## src/rtl/fdn8_pkg.sv

```systemverilog
package fdn8_pkg;

    localparam int CHANNELS       = 8;
    localparam int CH_W           = 3;
    localparam int SAMPLE_BITS    = 24;
    localparam int GAIN_FRAC_BITS = 16;
    localparam int GAIN_W         = GAIN_FRAC_BITS + 1;
    localparam int STATE_BITS     = SAMPLE_BITS + 8;
    localparam int POS_W          = 11;
    localparam int STORE_DEPTH    = 11024;
    localparam int ADDR_W         = 14;
    localparam int REG_IDX_W      = 2;
    localparam int STEP_W         = 7;

    localparam logic [CH_W-1:0]   CH_LAST    = CH_W'(CHANNELS - 1);
    localparam logic [ADDR_W-1:0] CLEAR_LAST = ADDR_W'(STORE_DEPTH - 1);

    // line lengths and their start addresses in the shared store
    localparam logic [POS_W-1:0] LINE_LEN [CHANNELS] = '{
        11'd1557, 11'd1617, 11'd1491, 11'd1422, 11'd1277, 11'd1356, 11'd1188, 11'd1116
    };
    localparam logic [ADDR_W-1:0] LINE_BASE [CHANNELS] = '{
        14'd0, 14'd1557, 14'd3174, 14'd4665, 14'd6087, 14'd7364, 14'd8720, 14'd9908
    };

    localparam logic [GAIN_W-1:0] GAIN_ONE   = 17'd65536;
    localparam logic [GAIN_W-1:0] ROOM_MIN   = 17'd6554;
    localparam logic [15:0]       K84        = 16'd55050;
    localparam logic [17:0]       SQRT_CH    = 18'd185363;
    localparam logic [61:0]       ENERGY_THR = 62'd439;
    localparam logic [6:0]        DIV_SHIFT0 = 7'd26;
    localparam logic [STEP_W-1:0] SQRT_LAST  = 7'd30;
    localparam logic [STEP_W-1:0] DIV_LAST   = 7'd64;

    // register indexes
    localparam logic [REG_IDX_W-1:0] REG_ROOM = 2'd0;
    localparam logic [REG_IDX_W-1:0] REG_DAMP = 2'd1;
    localparam logic [REG_IDX_W-1:0] REG_WET  = 2'd2;
    localparam logic [REG_IDX_W-1:0] REG_DRY  = 2'd3;

    typedef enum logic [4:0] {
        OP_NONE, OP_CLR, OP_START, OP_RD, OP_DIFF, OP_DMUL, OP_DUPD, OP_GMUL,
        OP_GSTO, OP_WET, OP_HSUB, OP_ESQ, OP_EACC, OP_NINIT, OP_NSHIFT,
        OP_SQINIT, OP_SQSTEP, OP_DVINIT, OP_DVSTEP, OP_SCMUL, OP_SCFIN,
        OP_WR, OP_OUT1, OP_OUT2, OP_OUT3
    } op_t;

    typedef struct packed {
        op_t               op;
        logic [CH_W-1:0]   ch;
        logic [ADDR_W-1:0] clr_addr;
    } cmd_t;

    typedef struct packed {
        logic above_thr;
        logic need_shift;
        logic out_free;
    } stat_t;

    localparam logic signed [35:0] ST_MAX  = 36'sd2147483647;
    localparam logic signed [35:0] ST_MIN  = -36'sd2147483648;
    localparam logic signed [43:0] SMP_MAX = 44'sd8388607;
    localparam logic signed [43:0] SMP_MIN = -44'sd8388608;

    function automatic logic signed [STATE_BITS-1:0] sat_state(input logic signed [35:0] v);
        logic signed [STATE_BITS-1:0] r;
        if (v > ST_MAX)
            r = ST_MAX[STATE_BITS-1:0];
        else if (v < ST_MIN)
            r = ST_MIN[STATE_BITS-1:0];
        else
            r = v[STATE_BITS-1:0];
        return r;
    endfunction

    function automatic logic signed [SAMPLE_BITS-1:0] sat_sample(input logic signed [43:0] v);
        logic signed [SAMPLE_BITS-1:0] r;
        if (v > SMP_MAX)
            r = SMP_MAX[SAMPLE_BITS-1:0];
        else if (v < SMP_MIN)
            r = SMP_MIN[SAMPLE_BITS-1:0];
        else
            r = v[SAMPLE_BITS-1:0];
        return r;
    endfunction

endpackage

```

## src/rtl/fdn8_ctrl.sv

```systemverilog
module fdn8_ctrl
    import fdn8_pkg::*;
(
    input  logic  clk,
    input  logic  rst_n,
    input  logic  in_valid,
    output logic  in_stall,
    input  stat_t stat,
    output cmd_t  cmd
);

    typedef enum logic [10:0] {
        ST_CLEAR = 11'b000_0000_0001,
        ST_IDLE  = 11'b000_0000_0010,
        ST_LINE  = 11'b000_0000_0100,
        ST_MIX   = 11'b000_0000_1000,
        ST_HOUSE = 11'b000_0001_0000,
        ST_ECHK  = 11'b000_0010_0000,
        ST_NORM  = 11'b000_0100_0000,
        ST_SQRT  = 11'b000_1000_0000,
        ST_DIV   = 11'b001_0000_0000,
        ST_WRITE = 11'b010_0000_0000,
        ST_OUTP  = 11'b100_0000_0000
    } state_t;

    state_t              state_reg, state_next;
    logic [CH_W-1:0]     ch_reg, ch_next;
    logic [STEP_W-1:0]   step_reg, step_next;
    logic [ADDR_W-1:0]   clr_reg, clr_next;

    always_ff @(posedge clk or negedge rst_n)
    begin
        if (!rst_n)
        begin
            state_reg <= ST_CLEAR;
            ch_reg    <= '0;
            step_reg  <= '0;
            clr_reg   <= '0;
        end
        else
        begin
            state_reg <= state_next;
            ch_reg    <= ch_next;
            step_reg  <= step_next;
            clr_reg   <= clr_next;
        end
    end

    assign in_stall = (state_reg != ST_IDLE);

    always_comb
    begin
        state_next   = state_reg;
        ch_next      = ch_reg;
        step_next    = step_reg;
        clr_next     = clr_reg;
        cmd.op       = OP_NONE;
        cmd.ch       = ch_reg;
        cmd.clr_addr = clr_reg;
        unique case (state_reg)
            ST_CLEAR:
            begin
                cmd.op   = OP_CLR;
                clr_next = clr_reg + 1'b1;
                if (clr_reg == CLEAR_LAST)
                begin
                    state_next = ST_IDLE;
                end
            end
            ST_IDLE:
            begin
                if (in_valid)
                begin
                    cmd.op     = OP_START;
                    state_next = ST_LINE;
                    ch_next    = '0;
                    step_next  = '0;
                end
            end
            ST_LINE:
            begin
                step_next = step_reg + 1'b1;
                unique case (step_reg)
                    7'd0:    cmd.op = OP_RD;
                    7'd1:    cmd.op = OP_DIFF;
                    7'd2:    cmd.op = OP_DMUL;
                    7'd3:    cmd.op = OP_DUPD;
                    7'd4:    cmd.op = OP_GMUL;
                    default:
                    begin
                        cmd.op    = OP_GSTO;
                        step_next = '0;
                        ch_next   = ch_reg + 1'b1;
                        if (ch_reg == CH_LAST)
                        begin
                            state_next = ST_MIX;
                        end
                    end
                endcase
            end
            ST_MIX:
            begin
                cmd.op     = OP_WET;
                state_next = ST_HOUSE;
                ch_next    = '0;
                step_next  = '0;
            end
            ST_HOUSE:
            begin
                step_next = step_reg + 1'b1;
                unique case (step_reg)
                    7'd0:    cmd.op = OP_HSUB;
                    7'd1:    cmd.op = OP_ESQ;
                    default:
                    begin
                        cmd.op    = OP_EACC;
                        step_next = '0;
                        ch_next   = ch_reg + 1'b1;
                        if (ch_reg == CH_LAST)
                        begin
                            state_next = ST_ECHK;
                        end
                    end
                endcase
            end
            ST_ECHK:
            begin
                ch_next = '0;
                if (stat.above_thr)
                begin
                    cmd.op     = OP_NINIT;
                    state_next = ST_NORM;
                end
                else
                begin
                    state_next = ST_WRITE;
                end
            end
            ST_NORM:
            begin
                if (stat.need_shift)
                begin
                    cmd.op = OP_NSHIFT;
                end
                else
                begin
                    cmd.op     = OP_SQINIT;
                    state_next = ST_SQRT;
                    step_next  = '0;
                end
            end
            ST_SQRT:
            begin
                cmd.op    = OP_SQSTEP;
                step_next = step_reg + 1'b1;
                if (step_reg == SQRT_LAST)
                begin
                    state_next = ST_DIV;
                    step_next  = '0;
                    ch_next    = '0;
                end
            end
            ST_DIV:
            begin
                step_next = step_reg + 1'b1;
                if (step_reg == '0)
                begin
                    cmd.op = OP_DVINIT;
                end
                else if (step_reg <= DIV_LAST)
                begin
                    cmd.op = OP_DVSTEP;
                end
                else if (step_reg == DIV_LAST + 7'd1)
                begin
                    cmd.op = OP_SCMUL;
                end
                else
                begin
                    cmd.op    = OP_SCFIN;
                    step_next = '0;
                    ch_next   = ch_reg + 1'b1;
                    if (ch_reg == CH_LAST)
                    begin
                        state_next = ST_WRITE;
                    end
                end
            end
            ST_WRITE:
            begin
                cmd.op  = OP_WR;
                ch_next = ch_reg + 1'b1;
                if (ch_reg == CH_LAST)
                begin
                    state_next = ST_OUTP;
                    step_next  = '0;
                end
            end
            ST_OUTP:
            begin
                if (step_reg == 7'd0)
                begin
                    cmd.op    = OP_OUT1;
                    step_next = 7'd1;
                end
                else if (step_reg == 7'd1)
                begin
                    cmd.op    = OP_OUT2;
                    step_next = 7'd2;
                end
                else if (stat.out_free)
                begin
                    cmd.op     = OP_OUT3;
                    state_next = ST_IDLE;
                    step_next  = '0;
                end
            end
            default:
            begin
                state_next = ST_IDLE;
            end
        endcase
    end

endmodule

```

## config.mk

```make
export PLATFORM = sky130hd
export DESIGN_NAME = fdn8_ctrl
export DESIGN_NICKNAME = d
export VERILOG_FILES = /design/src/rtl/fdn8_pkg.sv /design/src/rtl/fdn8_ctrl.sv
export SDC_FILE = /design/constraint.sdc
export NUM_CORES = 1
export LEC_CHECK = 0
export ABC_AREA = 1
export BUFFER_PORTS_ARGS = -buffer_cell sky130_fd_sc_hd__buf_2
export CORE_AREA = 4 4 71 80
export DETAILED_ROUTE_END_ITERATION = 10
export DIE_AREA = 0 0 75 84
export HOLD_SLACK_MARGIN = 0.15
export PLACE_DENSITY = 0.78
export SYNTH_ARGS = -nofsm -noshare
export SYNTH_HDL_FRONTEND = slang
export SYNTH_SLANG_ARGS = --single-unit
```

## constraint.sdc

```tcl
create_clock -name clk -period 2.63 [get_ports clk]
set_clock_uncertainty 0.2 [all_clocks]
set_input_delay 0.263 -clock clk [delete_from_list [all_inputs] [get_ports clk]]
set_output_delay 0.263 -clock clk [all_outputs]
set_load 0.01 [all_outputs]
```

==> qor.json <==
{
  "setup-tns-final_ps": 0,
  "route.antenna.remaining_nets": 0,
  "path_class": "reg -> out",
  "layout_worst_path_cycle_share_pct": 93.0,
  "worst_path_clk_slew_ps": 80,
  "timing.rr.end": "ch_reg[2]",
  "dr.first_iter.drc_count": 233,
  "yosys.cell_types.count": 36,
  "r2r_start": "step_reg[1]",
  "antenna_found_initial": 0,
  "pin_count_of_the_biggest_net_entering_global_routing": 36,
  "nNetsFinal": 450,
  "portBuffers": 28,
  "top_level_ports": 29,
  "timing.critical_path.arrival_ps": 1980,
  "number_of_hold_violations_in_the_final_report": 0,
  "pwr-share-clk_pct": 18.2,
  "worst_ir_drop_vdd_v": 0.000386,
  "synth_largest_type_area_fraction_pct": 30.1,
  "rd_place_congestion": 0.975,
  "timing.final.max_slew_violations": 0,
  "first_pass_iters": 4,
  "rsz0062_at_grt": "no",
  "outcome": "complete, no violations",
  "clk_latency_ps": 300,
  "die_x_um": 75,
  "seq_power_share_pct": 28.6,
  "cts_num_sinks": 35,
  "totalWireLength_um": 7000,
  "swShare_pct": 47.7,
  "avgRoutedWirePerCell_um": 14.1,
  "core_area_sq_um": 4900,
  "instance_count_along_the_most_critical_hold_path": 4,
  "worst_setup_path_start_kind": "register",
  "rrSetupSlack_ps": 550,
  "diode_count": 0,
  "max_cap_viol_count": 0,
  "flip_flop_count_of_the_largest_register_after_layout": 14,
  "critical_path.max_fanout": 4,
  "design.die.area_sq_um": 6300,
  "worst_ep_required_time_ps": 2170,
  "grt_usage_pct": 25.0,
  "max-clock-path-buffers": 2,
  "drcViolationCount": 0,
  "dieHeight_um": 84,
  "clock_tree.htree_level_count": 2,
  "synth_fp_nets": 410,
  "yosysWarnings": 0,
  "synth_area_leaders": "dfrtp_1 30%, nand2_1 13%, inv_1 7.4%",
  "p_leak_uw": 0.00176,
  "cts-buffers-inserted": 5,
  "async_reset_ff_share_pct": 100,
  "via_per_inst": 5.38,
  "seq_cells_post_synth": 35,
  "final_layout_size_suffix_gt1_share_pct": 23.5,
  "synthToLayoutAreaGrowth_pct": 12.4,
  "timing.critical_path.to": "cmd[20]",
  "clock-root-buffer": "clkbuf_8",
  "number_of_standard_cells_in_the_layout_taps_in_and_fillers_out": 496,
  "yosysSeqAreaShare_pct": 31.0,
  "synth_top_area_cell": "dfrtp_1",
  "mappedNetlistArea_sq_um": 2830,
  "power.switching_uw": 1060,
  "row_count": 27,
  "worst_setup_slack_after_placement_ps": 494,
  "comb_power_share_pct": 53.2,
  "grt_pass1_wl_um": 12500,
  "cpMostUsedCell": "nor2_1",
  "initial_core_util_pct": 57.8,
  "hold_path.class": "in -> reg",
  "via_count_of_the_first_global_routing_pass": 2651,
  "gr-total-overflow": 0,
  "tightestPinTransition_ps": 792,
  "layout_min_cycle_time_ps": 2450,
  "cts_tree": "done",
  "endpoint_kind": "output port",
  "cellPowerDensity_nw_per_um2": 698,
  "worst-r2r-cell-count": 12,
  "setup-violations-final": 0,
  "synth_most_common_cell": "nand2_1",
  "cell_int_power_uw": 1160,
  "hpwl_um": 5550,
  "placed_cells_incl_taps": 482,
  "syn-instance-count": 397,
  "fmaxAchievable_mhz": 409,
  "synth.avg_cell_area_sq_um": 7.13,
  "critPathMaxStageDelay_ps": 410,
  "yosys-top-cells-count": "97 x nand2_1, 56 x inv_1, 40 x nor2_1",
  "postLayoutSetupSlackWorst_ps": 183,
  "dominantRegCellSynth": "dfrtp_1",
  "crit_chain": "buf_4 -> ha_1 -> nor2_1 -> nor2_1 -> nand3_2 -> nand3_1 -> o2111ai_1 -> buf_2",
  "worstSetupStartpoint": "step_reg[1]",
  "timing.max_slew.rel_slack_pct": 47.2,
  "slowest_stage": "dfrtp_1",
  "synth_enable_flop_cells": 0,
  "vias": 2670
}
-- placed cells by master, fill, tap and decap left out, types with 4 or more instances in the layout --
cell and count:
nand2_4 6, nor2_1 40, nor2_4 9, nand3_2 5, inv_1 56, xor2_1 10, o21ai_0 8, nand2_2 13
buf_2 28, xnor2_1 6, nand2_1 96, nor3_1 9, inv_2 6, nand3_1 39, buf_4 4, ha_1 7
nor2_2 13, clkbuf_8 5, dfrtp_1 34, nand4_1 11
-- through the flow --
step / hold WS (ps) / area, sq um / utilization, % / power, uW
2_1_floorplan: -233 / 2830 / - / 1500
3_3_place_gp: 198 / 3040 / 62.0 / 1780
3_5_place_dp: 205 / 3040 / 62.0 / 1790
4_1_cts: 161 / 3160 / 64.4 / 2200
5_1_grt: 210 / 3180 / 65.0 / 2410
6_report: 169 / 3180 / 65.0 / 2220
-- logic make-up after synthesis --
| family | Yosys count | synth area share (%) |
|---|---|---|
| compound gates | 18 | 4.07 |
| xor+xnor | 16 | 4.95 |
| flops | 35 | 31.0 |
| simple gates | 256 | 48.1 |
| fa+ha+maj | 7 | 3.09 |
| buf+inv | 65 | 8.80 |
-- area by class of cell --
type	instances	area, sq um
clock inverter	3	20.0
timing repair buffer	35	200
clock buffer	5	68.8
multi-input combinational	297	1710
inverter	63	236
sequential	35	877
tap	58	72.6
fill	451	1720
-- timing repair --
item,in CTS,in global routing
resized for setup,0,1
buffers inserted,0,3
hold buffers,3,0
hold endpoints to repair,35,0
setup endpoints to repair,0,3
-- worst min path at each step --
| stage | startpoint | to | slack (ps) |
|---|---|---|---|
| finish | stat[0] | state_reg[10] | 170 |
| global route | in_valid | state_reg[1] | 210 |
| CTS | in_valid | state_reg[2] | 160 |
| detailed placement | rst_n | state_reg[6] | 210 |
| global placement | rst_n | state_reg[6] | 200 |
| floorplan | rst_n | ch_reg[0] | -230 |
-- power by group through the flow --
stage,Sequential (uW),Combinational (uW),Clock [uW]
2_1_floorplan,645,858,0
5_1_grt,641,1330,438
6_report,634,1180,404
3_5_place_dp,651,1140,0
4_1_cts,641,1150,413
3_3_place_gp,649,1130,0
-- layer usage --
layer | global-route usage [%] | vias to the layer above | routed length, um | part of all wire [%]
met4 | 6.63 | 0 | 103 | 1.5
li1 | - | 1342 | - | -
met3 | 3.98 | 9 | 424 | 6.1
met5 | 0 | - | 0 | 0
met1 | 33.1 | 1238 | 3030 | 43
met2 | 41.6 | 81 | 3440 | 49
-- critical path: cells and delay by family (launching register included) --
kind	cells	cell delay (ps)
flops	1	410
fa+ha+maj	1	190
compound gates	1	250
buf+inv	2	320
simple gates	4	530
Note: power is estimated with default switching activity, not from simulation.
